### config.mk
export PLATFORM = sky130hd
export DESIGN_NAME = lfu_cache_lru_tiebreak
export DESIGN_NICKNAME = d
export VERILOG_FILES = /design/src/design/lfulru_pkg.sv /design/src/design/lfulru_csr.sv /design/src/design/lfu_cache_lru_tiebreak.sv
export VERILOG_INCLUDE_DIRS = /design/src /design/src/design
export SDC_FILE = /design/constraint.sdc
export NUM_CORES = 2
export LEC_CHECK = 0
export BUFFER_PORTS_ARGS = -buffer_cell sky130_fd_sc_hd__buf_4
export CAP_MARGIN = 30
export CORE_AREA = 10 10 505 507
export DETAILED_ROUTE_END_ITERATION = 12
export DIE_AREA = 0 0 515 517
export GPL_TIMING_DRIVEN = 0
export SETUP_SLACK_MARGIN = 0.1
export SYNTH_ARGS = -nofsm -noshare
export SYNTH_HDL_FRONTEND = slang
export SYNTH_SLANG_ARGS = --single-unit
### constraint.sdc
create_clock -name clock -period 10.2 [get_ports clock]
set_input_delay 2.04 -clock clock [delete_from_list [all_inputs] [get_ports clock]]
set_output_delay 2.04 -clock clock [all_outputs]
set_load 0.02 [all_outputs]
### src/design/lfu_cache_lru_tiebreak_assert.svh
// ----------------------------------------------------------------------------
// LFU cache assertion macros
// Concurrent assertion helpers for the LFU cache. The checks compile only
// in simulation builds; SYNTH builds get empty bodies.
// ----------------------------------------------------------------------------
`ifndef LFU_CACHE_LRU_TIEBREAK_ASSERT_SVH
`define LFU_CACHE_LRU_TIEBREAK_ASSERT_SVH

`ifndef SYNTH

`define LFULRU_ASSERT(name, clk, rst, prop) \
   name: assert property (@(posedge clk) disable iff (rst) prop) \
      else $error("lfulru assertion failed");

`define LFULRU_NEVER(name, clk, rst, cond) \
   name: assert property (@(posedge clk) disable iff (rst) !(cond)) \
      else $error("lfulru forbidden condition seen");

`else

`define LFULRU_ASSERT(name, clk, rst, prop)

`define LFULRU_NEVER(name, clk, rst, cond)

`endif

`endif

### src/design/lfulru_pkg.sv
// ----------------------------------------------------------------------------
// LFU cache package
// Shared widths, defaults and register map for the LFU cache.
// ----------------------------------------------------------------------------
package lfulru_pkg;

   localparam int ENTRIES_DEF    = 16;
   localparam int COUNT_BITS_DEF = 16;

   localparam int KEY_BITS   = 32;
   localparam int VALUE_BITS = 32;
   localparam int STAMP_BITS = 48;
   localparam int CAP_BITS   = 5;
   localparam int DATA_BITS  = 32;
   localparam int ADDR_BITS  = 3;

   localparam logic [CAP_BITS-1:0] CAP_RESET = CAP_BITS'(16);

   localparam logic [ADDR_BITS-3:0] REG_CAPACITY = '0;

   localparam logic CMD_GET = 1'b0;
   localparam logic CMD_PUT = 1'b1;

endpackage

### src/design/lfulru_csr.sv
// ----------------------------------------------------------------------------
// LFU cache register block
// APB-style register port holding the capacity register.
// ----------------------------------------------------------------------------
module lfulru_csr
   import lfulru_pkg::*;
(
   input  logic                 clock,
   input  logic                 reset,
   input  logic                 psel,
   input  logic                 penable,
   input  logic                 pwrite,
   input  logic [ADDR_BITS-1:0] paddr,
   input  logic [DATA_BITS-1:0] pwdata,
   output logic [DATA_BITS-1:0] prdata,
   output logic                 pready,
   output logic [CAP_BITS-1:0]  capacity
);

   logic [CAP_BITS-1:0]  capacity_ff;
   logic [ADDR_BITS-3:0] reg_index;
   logic                 wr_cap;

   assign pready    = 1'b1;
   assign reg_index = paddr[ADDR_BITS-1:2];
   assign wr_cap    = psel && penable && pwrite && (reg_index == REG_CAPACITY);
   assign capacity  = capacity_ff;

   always_ff @(posedge clock) begin
      if (reset) begin
         capacity_ff <= CAP_RESET;
      end else if (wr_cap) begin
         capacity_ff <= pwdata[CAP_BITS-1:0];
      end
   end

   always_comb begin
      prdata = '0;
      if (reg_index == REG_CAPACITY) begin
         prdata = {{(DATA_BITS-CAP_BITS){1'b0}}, capacity_ff};
      end
   end

endmodule

### src/design/lfu_cache_lru_tiebreak.sv
// ----------------------------------------------------------------------------
// LFU cache with LRU tie-break
// Fully associative key/value cache, least-frequently-used replacement,
// oldest touch loses among equal counts. Entries live in one memory.
//
//   channel  direction  handshake            payload
//   req      in         req_valid/req_stall  command, key, write_value
//   rsp      out        rsp_valid/rsp_stall  hit, read_value, evicted, key
//   csr      in/out     psel/penable/pready  capacity
//
// After accept a request passes S_SCAN (a sweep reading one entry at a time),
// S_DRAIN (drain the read), S_UPDATE (decide and write back) and S_RESP (load
// the output). The next request is taken only back in S_IDLE, after S_RESP.
// With capacity zero the request goes straight from S_IDLE to S_RESP as a miss.
// Reset clears the valid bits but not the entry memory; no clearing pass.
// A stalled result holds the output register; the next request waits in S_RESP.
// ----------------------------------------------------------------------------
`include "lfu_cache_lru_tiebreak_assert.svh"

module lfu_cache_lru_tiebreak
   import lfulru_pkg::*;
#(
   parameter int ENTRIES    = ENTRIES_DEF,
   parameter int COUNT_BITS = COUNT_BITS_DEF
) (
   input  logic                         clock,
   input  logic                         reset,
   input  logic                         req_valid,
   output logic                         req_stall,
   input  logic                         req_command,
   input  logic [KEY_BITS-1:0]          req_key,
   input  logic signed [VALUE_BITS-1:0] req_write_value,
   output logic                         rsp_valid,
   input  logic                         rsp_stall,
   output logic                         rsp_hit,
   output logic signed [VALUE_BITS-1:0] rsp_read_value,
   output logic                         rsp_evicted,
   output logic [KEY_BITS-1:0]          rsp_evicted_key,
   input  logic                         psel,
   input  logic                         penable,
   input  logic                         pwrite,
   input  logic [ADDR_BITS-1:0]         paddr,
   input  logic [DATA_BITS-1:0]         pwdata,
   output logic [DATA_BITS-1:0]         prdata,
   output logic                         pready
);

   localparam int IDX_BITS  = (ENTRIES > 1) ? $clog2(ENTRIES) : 1;
   localparam int OCC_BITS  = $clog2(ENTRIES + 1);
   localparam int CMP_BITS  = (OCC_BITS > CAP_BITS) ? OCC_BITS : CAP_BITS;
   localparam int WORD_BITS = KEY_BITS + VALUE_BITS + COUNT_BITS + STAMP_BITS;
   localparam int CNT_LO    = STAMP_BITS;
   localparam int VAL_LO    = CNT_LO + COUNT_BITS;
   localparam int KEY_LO    = VAL_LO + VALUE_BITS;

   localparam logic [IDX_BITS-1:0]   LAST_IDX    = IDX_BITS'(ENTRIES - 1);
   localparam logic [COUNT_BITS-1:0] COUNT_MAX   = '1;
   localparam logic [COUNT_BITS-1:0] COUNT_ONE   = COUNT_BITS'(1);
   localparam logic [CMP_BITS-1:0]   ENTRIES_CMP = CMP_BITS'(ENTRIES);

   typedef enum logic [2:0] {
      S_IDLE,
      S_SCAN,
      S_DRAIN,
      S_UPDATE,
      S_RESP
   } state_type;

   // configuration
   logic [CAP_BITS-1:0] capacity;

   lfulru_csr u_csr (
      .clock    (clock),
      .reset    (reset),
      .psel     (psel),
      .penable  (penable),
      .pwrite   (pwrite),
      .paddr    (paddr),
      .pwdata   (pwdata),
      .prdata   (prdata),
      .pready   (pready),
      .capacity (capacity)
   );

   // entry memory
   logic [WORD_BITS-1:0] mem [ENTRIES];
   logic [WORD_BITS-1:0] rd_data_ff;
   logic                 mem_we;
   logic [WORD_BITS-1:0] upd_word;

   // control and working registers
   state_type                    state_ff;
   logic [IDX_BITS-1:0]          addr_ff;
   logic                         chk_ff;
   logic [IDX_BITS-1:0]          chk_idx_ff;
   logic [ENTRIES-1:0]           valid_ff;
   logic [STAMP_BITS-1:0]        stamp_ff;
   logic                         cmd_ff;
   logic [KEY_BITS-1:0]          key_ff;
   logic signed [VALUE_BITS-1:0] wval_ff;
   logic                         found_ff;
   logic [IDX_BITS-1:0]          found_idx_ff;
   logic signed [VALUE_BITS-1:0] found_val_ff;
   logic [COUNT_BITS-1:0]        found_cnt_ff;
   logic [OCC_BITS-1:0]          occ_ff;
   logic                         free_ff;
   logic [IDX_BITS-1:0]          free_idx_ff;
   logic                         vic_ff;
   logic [IDX_BITS-1:0]          vic_idx_ff;
   logic [COUNT_BITS-1:0]        vic_cnt_ff;
   logic [STAMP_BITS-1:0]        vic_stamp_ff;
   logic [KEY_BITS-1:0]          vic_key_ff;
   logic                         res_hit_ff;
   logic signed [VALUE_BITS-1:0] res_val_ff;
   logic                         res_ev_ff;
   logic [KEY_BITS-1:0]          res_evkey_ff;
   logic                         rsp_valid_ff;
   logic                         rsp_hit_ff;
   logic signed [VALUE_BITS-1:0] rsp_val_ff;
   logic                         rsp_ev_ff;
   logic [KEY_BITS-1:0]          rsp_evkey_ff;

   // scan-side decode
   logic [KEY_BITS-1:0]          rd_key;
   logic signed [VALUE_BITS-1:0] rd_val;
   logic [COUNT_BITS-1:0]        rd_cnt;
   logic [STAMP_BITS-1:0]        rd_stamp;
   logic                         rd_valid_bit;
   logic                         rd_match;
   logic                         rd_better;

   // update-side decode
   logic [CMP_BITS-1:0]          cap_ext;
   logic [CMP_BITS-1:0]          cap_eff;
   logic                         full;
   logic                         upd_write;
   logic                         upd_evict;
   logic [IDX_BITS-1:0]          upd_slot;
   logic signed [VALUE_BITS-1:0] upd_val;
   logic [COUNT_BITS-1:0]        upd_cnt;

   assign req_stall       = (state_ff != S_IDLE);
   assign rsp_valid       = rsp_valid_ff;
   assign rsp_hit         = rsp_hit_ff;
   assign rsp_read_value  = rsp_val_ff;
   assign rsp_evicted     = rsp_ev_ff;
   assign rsp_evicted_key = rsp_evkey_ff;

   always_comb begin
      rd_key       = rd_data_ff[KEY_LO +: KEY_BITS];
      rd_val       = signed'(rd_data_ff[VAL_LO +: VALUE_BITS]);
      rd_cnt       = rd_data_ff[CNT_LO +: COUNT_BITS];
      rd_stamp     = rd_data_ff[0 +: STAMP_BITS];
      rd_valid_bit = valid_ff[chk_idx_ff];
      rd_match     = chk_ff && rd_valid_bit && (rd_key == key_ff);
      rd_better    = !vic_ff || (rd_cnt < vic_cnt_ff) ||
                     ((rd_cnt == vic_cnt_ff) && (rd_stamp < vic_stamp_ff));
   end

   always_comb begin
      cap_ext   = CMP_BITS'(capacity);
      cap_eff   = (cap_ext > ENTRIES_CMP) ? ENTRIES_CMP : cap_ext;
      full      = (CMP_BITS'(occ_ff) >= cap_eff);
      upd_write = 1'b0;
      upd_evict = 1'b0;
      upd_slot  = found_idx_ff;
      upd_val   = wval_ff;
      upd_cnt   = COUNT_ONE;
      if (found_ff) begin
         upd_write = 1'b1;
         upd_val   = (cmd_ff == CMD_PUT) ? wval_ff : found_val_ff;
         upd_cnt   = (found_cnt_ff == COUNT_MAX) ? COUNT_MAX : found_cnt_ff + COUNT_ONE;
      end else if (cmd_ff == CMD_PUT) begin
         upd_write = 1'b1;
         if (full) begin
            upd_evict = 1'b1;
            upd_slot  = vic_idx_ff;
         end else begin
            upd_slot  = free_idx_ff;
         end
      end
      upd_word = {key_ff, upd_val, upd_cnt, stamp_ff};
      mem_we   = (state_ff == S_UPDATE) && upd_write;
   end

   // reads are swept only after the previous write-back, so no forwarding
   always_ff @(posedge clock) begin
      rd_data_ff <= mem[addr_ff];
      if (mem_we) begin
         mem[upd_slot] <= upd_word;
      end
   end

   always_ff @(posedge clock) begin
      if (reset) begin
         state_ff     <= S_IDLE;
         chk_ff       <= 1'b0;
         valid_ff     <= '0;
         stamp_ff     <= '0;
         rsp_valid_ff <= 1'b0;
      end else begin
         chk_ff     <= (state_ff == S_SCAN);
         chk_idx_ff <= addr_ff;

         if (chk_ff) begin
            occ_ff <= occ_ff + OCC_BITS'(rd_valid_bit);
            if (rd_match) begin
               found_ff     <= 1'b1;
               found_idx_ff <= chk_idx_ff;
               found_val_ff <= rd_val;
               found_cnt_ff <= rd_cnt;
            end
            if (!free_ff && !rd_valid_bit) begin
               free_ff     <= 1'b1;
               free_idx_ff <= chk_idx_ff;
            end
            if (rd_valid_bit && rd_better) begin
               vic_ff       <= 1'b1;
               vic_idx_ff   <= chk_idx_ff;
               vic_cnt_ff   <= rd_cnt;
               vic_stamp_ff <= rd_stamp;
               vic_key_ff   <= rd_key;
            end
         end

         if ((state_ff == S_RESP) && (!rsp_valid_ff || !rsp_stall)) begin
            rsp_valid_ff <= 1'b1;
         end else if (!rsp_stall) begin
            rsp_valid_ff <= 1'b0;
         end

         unique case (state_ff)
            S_IDLE: begin
               if (req_valid) begin
                  cmd_ff   <= req_command;
                  key_ff   <= req_key;
                  wval_ff  <= req_write_value;
                  found_ff <= 1'b0;
                  free_ff  <= 1'b0;
                  vic_ff   <= 1'b0;
                  occ_ff   <= '0;
                  addr_ff  <= '0;
                  if (capacity == '0) begin
                     res_hit_ff   <= 1'b0;
                     res_val_ff   <= '0;
                     res_ev_ff    <= 1'b0;
                     res_evkey_ff <= '0;
                     state_ff     <= S_RESP;
                  end else begin
                     state_ff <= S_SCAN;
                  end
               end
            end
            S_SCAN: begin
               addr_ff <= addr_ff + IDX_BITS'(1);
               if (addr_ff == LAST_IDX) begin
                  state_ff <= S_DRAIN;
               end
            end
            S_DRAIN: begin
               state_ff <= S_UPDATE;
            end
            S_UPDATE: begin
               res_hit_ff   <= found_ff;
               res_val_ff   <= (found_ff && cmd_ff == CMD_GET) ? found_val_ff : '0;
               res_ev_ff    <= upd_evict;
               res_evkey_ff <= upd_evict ? vic_key_ff : '0;
               if (upd_write) begin
                  valid_ff[upd_slot] <= 1'b1;
                  stamp_ff           <= stamp_ff + STAMP_BITS'(1);
               end
               state_ff <= S_RESP;
            end
            S_RESP: begin
               if (!rsp_valid_ff || !rsp_stall) begin
                  rsp_hit_ff   <= res_hit_ff;
                  rsp_val_ff   <= res_val_ff;
                  rsp_ev_ff    <= res_ev_ff;
                  rsp_evkey_ff <= res_evkey_ff;
                  state_ff     <= S_IDLE;
               end
            end
            default: begin
               state_ff <= S_IDLE;
            end
         endcase
      end
   end

   `LFULRU_ASSERT(a_accept_then_stall, clock, reset, (req_valid && !req_stall) |=> req_stall)
   `LFULRU_ASSERT(a_occ_matches_valid, clock, reset, (state_ff == S_UPDATE) |-> (occ_ff == $countones(valid_ff)))
   `LFULRU_ASSERT(a_victim_known, clock, reset, (state_ff == S_UPDATE && upd_evict) |-> vic_ff)
   `LFULRU_NEVER(a_hit_no_evict, clock, reset, rsp_valid && rsp_hit && rsp_evicted)

endmodule
**Word-level counts from Yosys, hierarchy flattened**

Memory sizes are Yosys's and may differ from the RTL's. A register that Yosys moved wholly into a read port is not among the register bits.
Cells that the tools add are included.
Widths: inputs -> output; s select.

- Add/subtract/negate cells: 4
- Multipliers: 0
- Divide/modulo/power cells: 0
- Order comparisons: 7
- Eq/ne operators: 13
- Shift operators: 0
- Multiplexer cells: 54
- Bitwise gates (word level): 4
- Reductions and logical operators: 34

Operators by type and width:

| cell | number |
|---|---|
| $mux 32 | 6 |
| $pmux 32 s2 | 2 |
| $add 48x1->48 const B | 1 |
| $lt 48x48->1 | 1 |
| $eq 32x32->1 | 1 |
| $mux 16 | 2 |
| $mux 1 | 25 |
| $mux 5 | 5 |
| $reduce_and 3->1 | 7 |
| $add 16x1->16 const B | 1 |
| $eq 16x16->1 | 1 |
| $eq 16x16->1 const B | 1 |
| $lt 16x16->1 | 1 |
| $mux 4 | 4 |
| $or 16x16->16 | 1 |
| $pmux 3 s5 | 1 |
| $logic_and 1x1->1 | 12 |
| $mux 3 | 4 |
| $lt 4x5->1 const B | 2 |
| $pmux 4 s2 | 1 |
| $eq 3x2->1 const B | 2 |
| $ne 2x1->1 const B | 3 |
| $add 5x1->5 | 1 |
| $ge 5x5->1 | 1 |
| 19 further kinds | 30 |

- Bits in registers: 443
- Bits in latches: 0
- Bits in writable memories: 2048
- ROM bits: 0
- Input port bits: 107
- Output and inout port bits: 101
- Word-level logic and storage cells: 148
- Memories kept: 1

Memory list:

| name | depth | width | rd ports | clocked after memory_dff | write ports | RTL line | source |
|---|---|---|---|---|---|---|---|
| mem | 16 | 128 | 1 | 1 | 1 | lfu_cache_lru_tiebreak.sv:86 | `logic [WORD_BITS-1:0] mem [ENTRIES];` |

**Depth between registers and ports, before layout**

- Depth after elaboration: 11
- Mapped depth: 10
- Gate-level depth less buffers: 9

**By module**

From an unflattened synthesis, not the netlist that was laid out.

- Cells, all modules: 4321
- Area, all modules: 97616.1 um^2

Modules (own cells, without submodules):

| module | instances | cells an instance | area an instance (um^2) | seq. area each (um^2) |
|---|---|---|---|---|
| lfu_cache_lru_tiebreak | 1 | 4263 | 97121.9 | 76523.4 |
| lfulru_csr | 1 | 58 | 494.2 | 100.1 |

**Worst setup path before layout**

No wires, ideal clock.

- Path type: input to register
- Start point: in reset
- End point: reg res_ev_ff (enable)
- Library setup time: 0.653 ns
- Data arrival time: 8.758 ns
- Required time: 9.547 ns
- Slack: 0.789 ns
- Cell stages on the path: 3
- Buffers on the path: 2
- Cells stage by stage: clkbuf_1 clkbuf_1 nor4_1

- Word-level cells in the longest chain between the ends: 2

Ends and longest elaborated chain:

| what | RTL line | source |
|---|---|---|
| start, declared | lfu_cache_lru_tiebreak.sv:27 | `input logic reset,` |
| $not 1->1 (no source line) | -- |  |
| $reduce_and 4->1 (no source line) | -- |  |
| end signal, assigned | lfu_cache_lru_tiebreak.sv:266 | `res_ev_ff <= upd_evict;` |
| end, declared | lfu_cache_lru_tiebreak.sv:115 | `logic res_ev_ff;` |

No other way between the ends.
A chain may end at the register's enable or synchronous reset.

**Final worst setup path**

- Start point: reg u_csr.capacity_ff[4] (netlist: u_csr.capacity[4])
- End point: mem mem[13][87] in the netlist's numbering (enable)

- Word-level cells in the longest chain between the ends: 6

Ends and longest elaborated chain:

| what | RTL line | source |
|---|---|---|
| start, declared | lfulru_csr.sv:20 | `logic [CAP_BITS-1:0] capacity_ff;` |
| start signal, assigned | lfulru_csr.sv:33 | `capacity_ff <= pwdata[CAP_BITS-1:0];` |
| $gt 5x5->1 | lfu_cache_lru_tiebreak.sv:162 | `cap_eff = (cap_ext > ENTRIES_CMP) ? ENTRIES_CMP : cap_ext;` |
| $mux 5 (*) | lfu_cache_lru_tiebreak.sv:162 |  |
| $ge 5x5->1 (*) | lfu_cache_lru_tiebreak.sv:163 | `full = (CMP_BITS'(occ_ff) >= cap_eff);` |
| $mux 4 (*) | lfu_cache_lru_tiebreak.sv:175 | `if (full) begin` |
| $mux 4 (*) | lfu_cache_lru_tiebreak.sv:173 | `end else if (cmd_ff == CMD_PUT) begin` |
| $mux 4 (*) | lfu_cache_lru_tiebreak.sv:169 | `if (found_ff) begin` |
| end, declared | lfu_cache_lru_tiebreak.sv:86 |  |

Every way passes the cells marked *; elsewhere a longest branch is shown, timed or not.

==> reports/summary.txt <==
Outcome: finished clean
Routed vias: 45917
Wirelength per Cell: 28.9 µm
Post-route minimum period: 4.80 ns
Root buffer cell: clkbuf_16
Mux cell area share after synthesis: 15.4%
Largest family of logic cells by synthesized area: multiplexers
Crit start category: flip-flop
Grt met1 use: 23.9%
Crit Path Category: reg2reg
Final non-filler cell total: 8345
Ranking of synthesized cells by area: edfxtp_1 (74%), mux4_2 (15%), dfxtp_1 (4.1%)
PostCTS Resize Cnt: 0
Crit path max fanout: 18
P_leak: 0.0374 µW
CTS tree: done
GRT Overall Usage: 17.9%
GPL Wtd Cong: 0.726
IO Pins: 208
Slew HR: 26.6%
Syn Inst Count: 4246
Main synth FF type: edfxtp_1
R2r setup slk: 5.40 ns
Crit end category: flip-flop
Top-count cell post-synth: edfxtp_1
Met3 GRT Util: 3.36%
Class of the worst hold path: reg2reg
Post-synthesis adder-cell area fraction: 0.937%
Layout area overhead: 18.4%
Initial antenna violation count: 3
Initial DRC Count: 5050
#FFs+latches synth: 2619
Share of layout cells above drive strength 1: 30.2%
Core Region: 0.245 mm²
Post-synth ARST share: 0%
Synth Area in Simple Gates: 2.06%
Die W: 515 µm
CP arrival: 5.40 ns
Gr busiest metal: met2
Vias in the first global route: 47501
Clk buf depth: 4
Total power: 26900 µW
Number of synthesized flops with an enable pin: 2417
Top-area cell type share of the netlist area: 74.5%
Place WS: 4.62 ns
CTS buffer count: 289
Worst vdd ir: 0.000154 V
Final Hold Vio Count: 0
Yosys warns: 0
Drt pass-1 iters: 5
Max-slew violations: 0
Post-CTS Setup Bufs: 0
Worst-path clk slew: 0.06 ns
Synth Area in Compound Gates: 0.882%
Wirelength, routed: 241000 µm
Worst-margin pin slew: 1.10 ns
Power Density: 234 mW/mm²
# DRC: 0
Initial Utilization: 39.8%
Clk_skew: 0.0817 ns
DIE HEIGHT: 517 µm
Largest net degree at the start of global routing: 33
Total Nets Final: 5085
Post-synthesis xor/xnor area fraction: 0.791%
Period utilization: 47.0%
Post-Synthesis Mean Instance Area: 23.0 µm²
Yosys cell types: 62
Commonest cells post-synth: edfxtp_1 (2417), mux4_2 (641), dfxtp_1 (202)
CTS Hold Buffers Added: 0
Total clock sinks: 2619
Clock Latency Late Sink: 0.95 ns
DP Wirelength: 153000 µm
Mapped Area: 0.0974 mm²
Top achievable clock speed: 0.209 GHz
Max-Cap Viols: 0
DR vias/cell: 5.50
Worst endpoint required time: 10.80 ns
Met2 Usage GRT: 30.3%
Dpl cells: 7825
Die area: 0.266 mm²
Yosys top cell by area: edfxtp_1
Final setup viols: 0
First-pass GRT wire length: 345000 µm
RSZ-0062 raised after global routing: no
Sequential share of the synthesized area: 78.6%
Grt ovf: 0
Setup slack after layout: 5.40 ns
Port bufs: 149
Rows: 182
Setup TNS: 0 ns
H-tree Lvls: 5
Routed Antenna Nets: 0
report_power, final:
part	switching, µW	internal [µW]	total, µW
Combinational	2250	1930	4190
Sequential	330	12400	12700
Clock	4070	5950	10000
Total	6650	20300	26900
state kept, by name (all words and copies together), names as in the netlist, 5 cells and up:
name,cells
found_cnt_ff,16
vic_cnt_ff,16
rsp_read_value,32
valid_ff,16
vic_stamp_ff,48
u_csr.capacity,5
wval_ff,32
mem,2048
key_ff,32
stamp_ff,48
rsp_evicted_key,32
res_evkey_ff,32
res_val_ff,32
rd_data_ff,128
occ_ff,5
vic_key_ff,32
found_val_ff,32
layer usage:
layer	vias up	part of all wire [%]	wire length, µm
met2	1607	50	122000
met3	339	6.4	15500
met5	-	0	0
li1	19075	-	-
met4	0	2.2	5210
met1	24896	41	98700
final cells by class:
class | instances | area (µm²)
multi-input combinational | 1374 | 19800
timing repair buffer | 342 | 4510
antenna | 4 | 10.0
sequential | 2619 | 76600
buffer | 204 | 995
clock buffer | 392 | 8050
tap | 3220 | 4030
inverter | 75 | 282
fill | 19817 | 129000
clock inverter | 115 | 1020
worst max-delay path: stages (launching register included):
cell	delay, ns
dfxtp_1	0.32
inv_1	0.21
nand2_1	0.09
ha_1	0.31
a21o_1	0.17
a31oi_1	0.51
o21a_1	0.40
o211ai_1	0.19
nand2b_1	0.19
clkbuf_1	0.32
nor2_4	0.81
buf_12	0.29
buf_12	0.22
buf_16	0.19
buf_12	0.21
worst paths after layout:
path                           from                to  cells after the start
hold / removal       rd_data_ff[86]  found_val_ff[22]                      0
setup reg to reg  u_csr.capacity[4]       mem[13][87]                     14
hold reg to reg      rd_data_ff[86]  found_val_ff[22]                      0
setup / recovery  u_csr.capacity[4]       mem[13][87]                     14
cell usage in the layout (no fill, tap or decap), drive strengths merged, types with 16 or more instances in the layout:
master   netlist  routed
nand3         40      40
dfxtp        202     202
bufinv         0      17
xnor2         19      19
mux2          33      33
ha            73      73
nand2         44      44
buf          108     450
nor2          95      95
xor2          69      69
and2          38      38
o2bb2ai       16      16
clkinv         2      83
edfxtp      2417    2417
a21oi         48      48
nand4         32      32
conb           2      28
clkbuf        96     488
mux4         645     645
and3          44      44
o21ai         18      18
inv           73      81
logic make-up after synthesis:
group,after synthesis
other,2
buffers and inverters,279
AOI/OAI and AO/OA,130
adders and majority gates,73
muxes,686
xor gates and xnor gates,88
and+or+nand+nor,369
DFF,2619
through the flow:
step / hold WS, ns / util, % / instance area [µm²]
floorplan: 0.386 / - / 97500
global placement: 0.387 / 41.9 / 103000
detailed placement: 0.389 / 43.4 / 106000
CTS: 0.387 / 47.1 / 115000
global route: 0.390 / 47.1 / 115000
finish: 0.389 / 47.1 / 115000
Power figures use the tool's default switching activity.
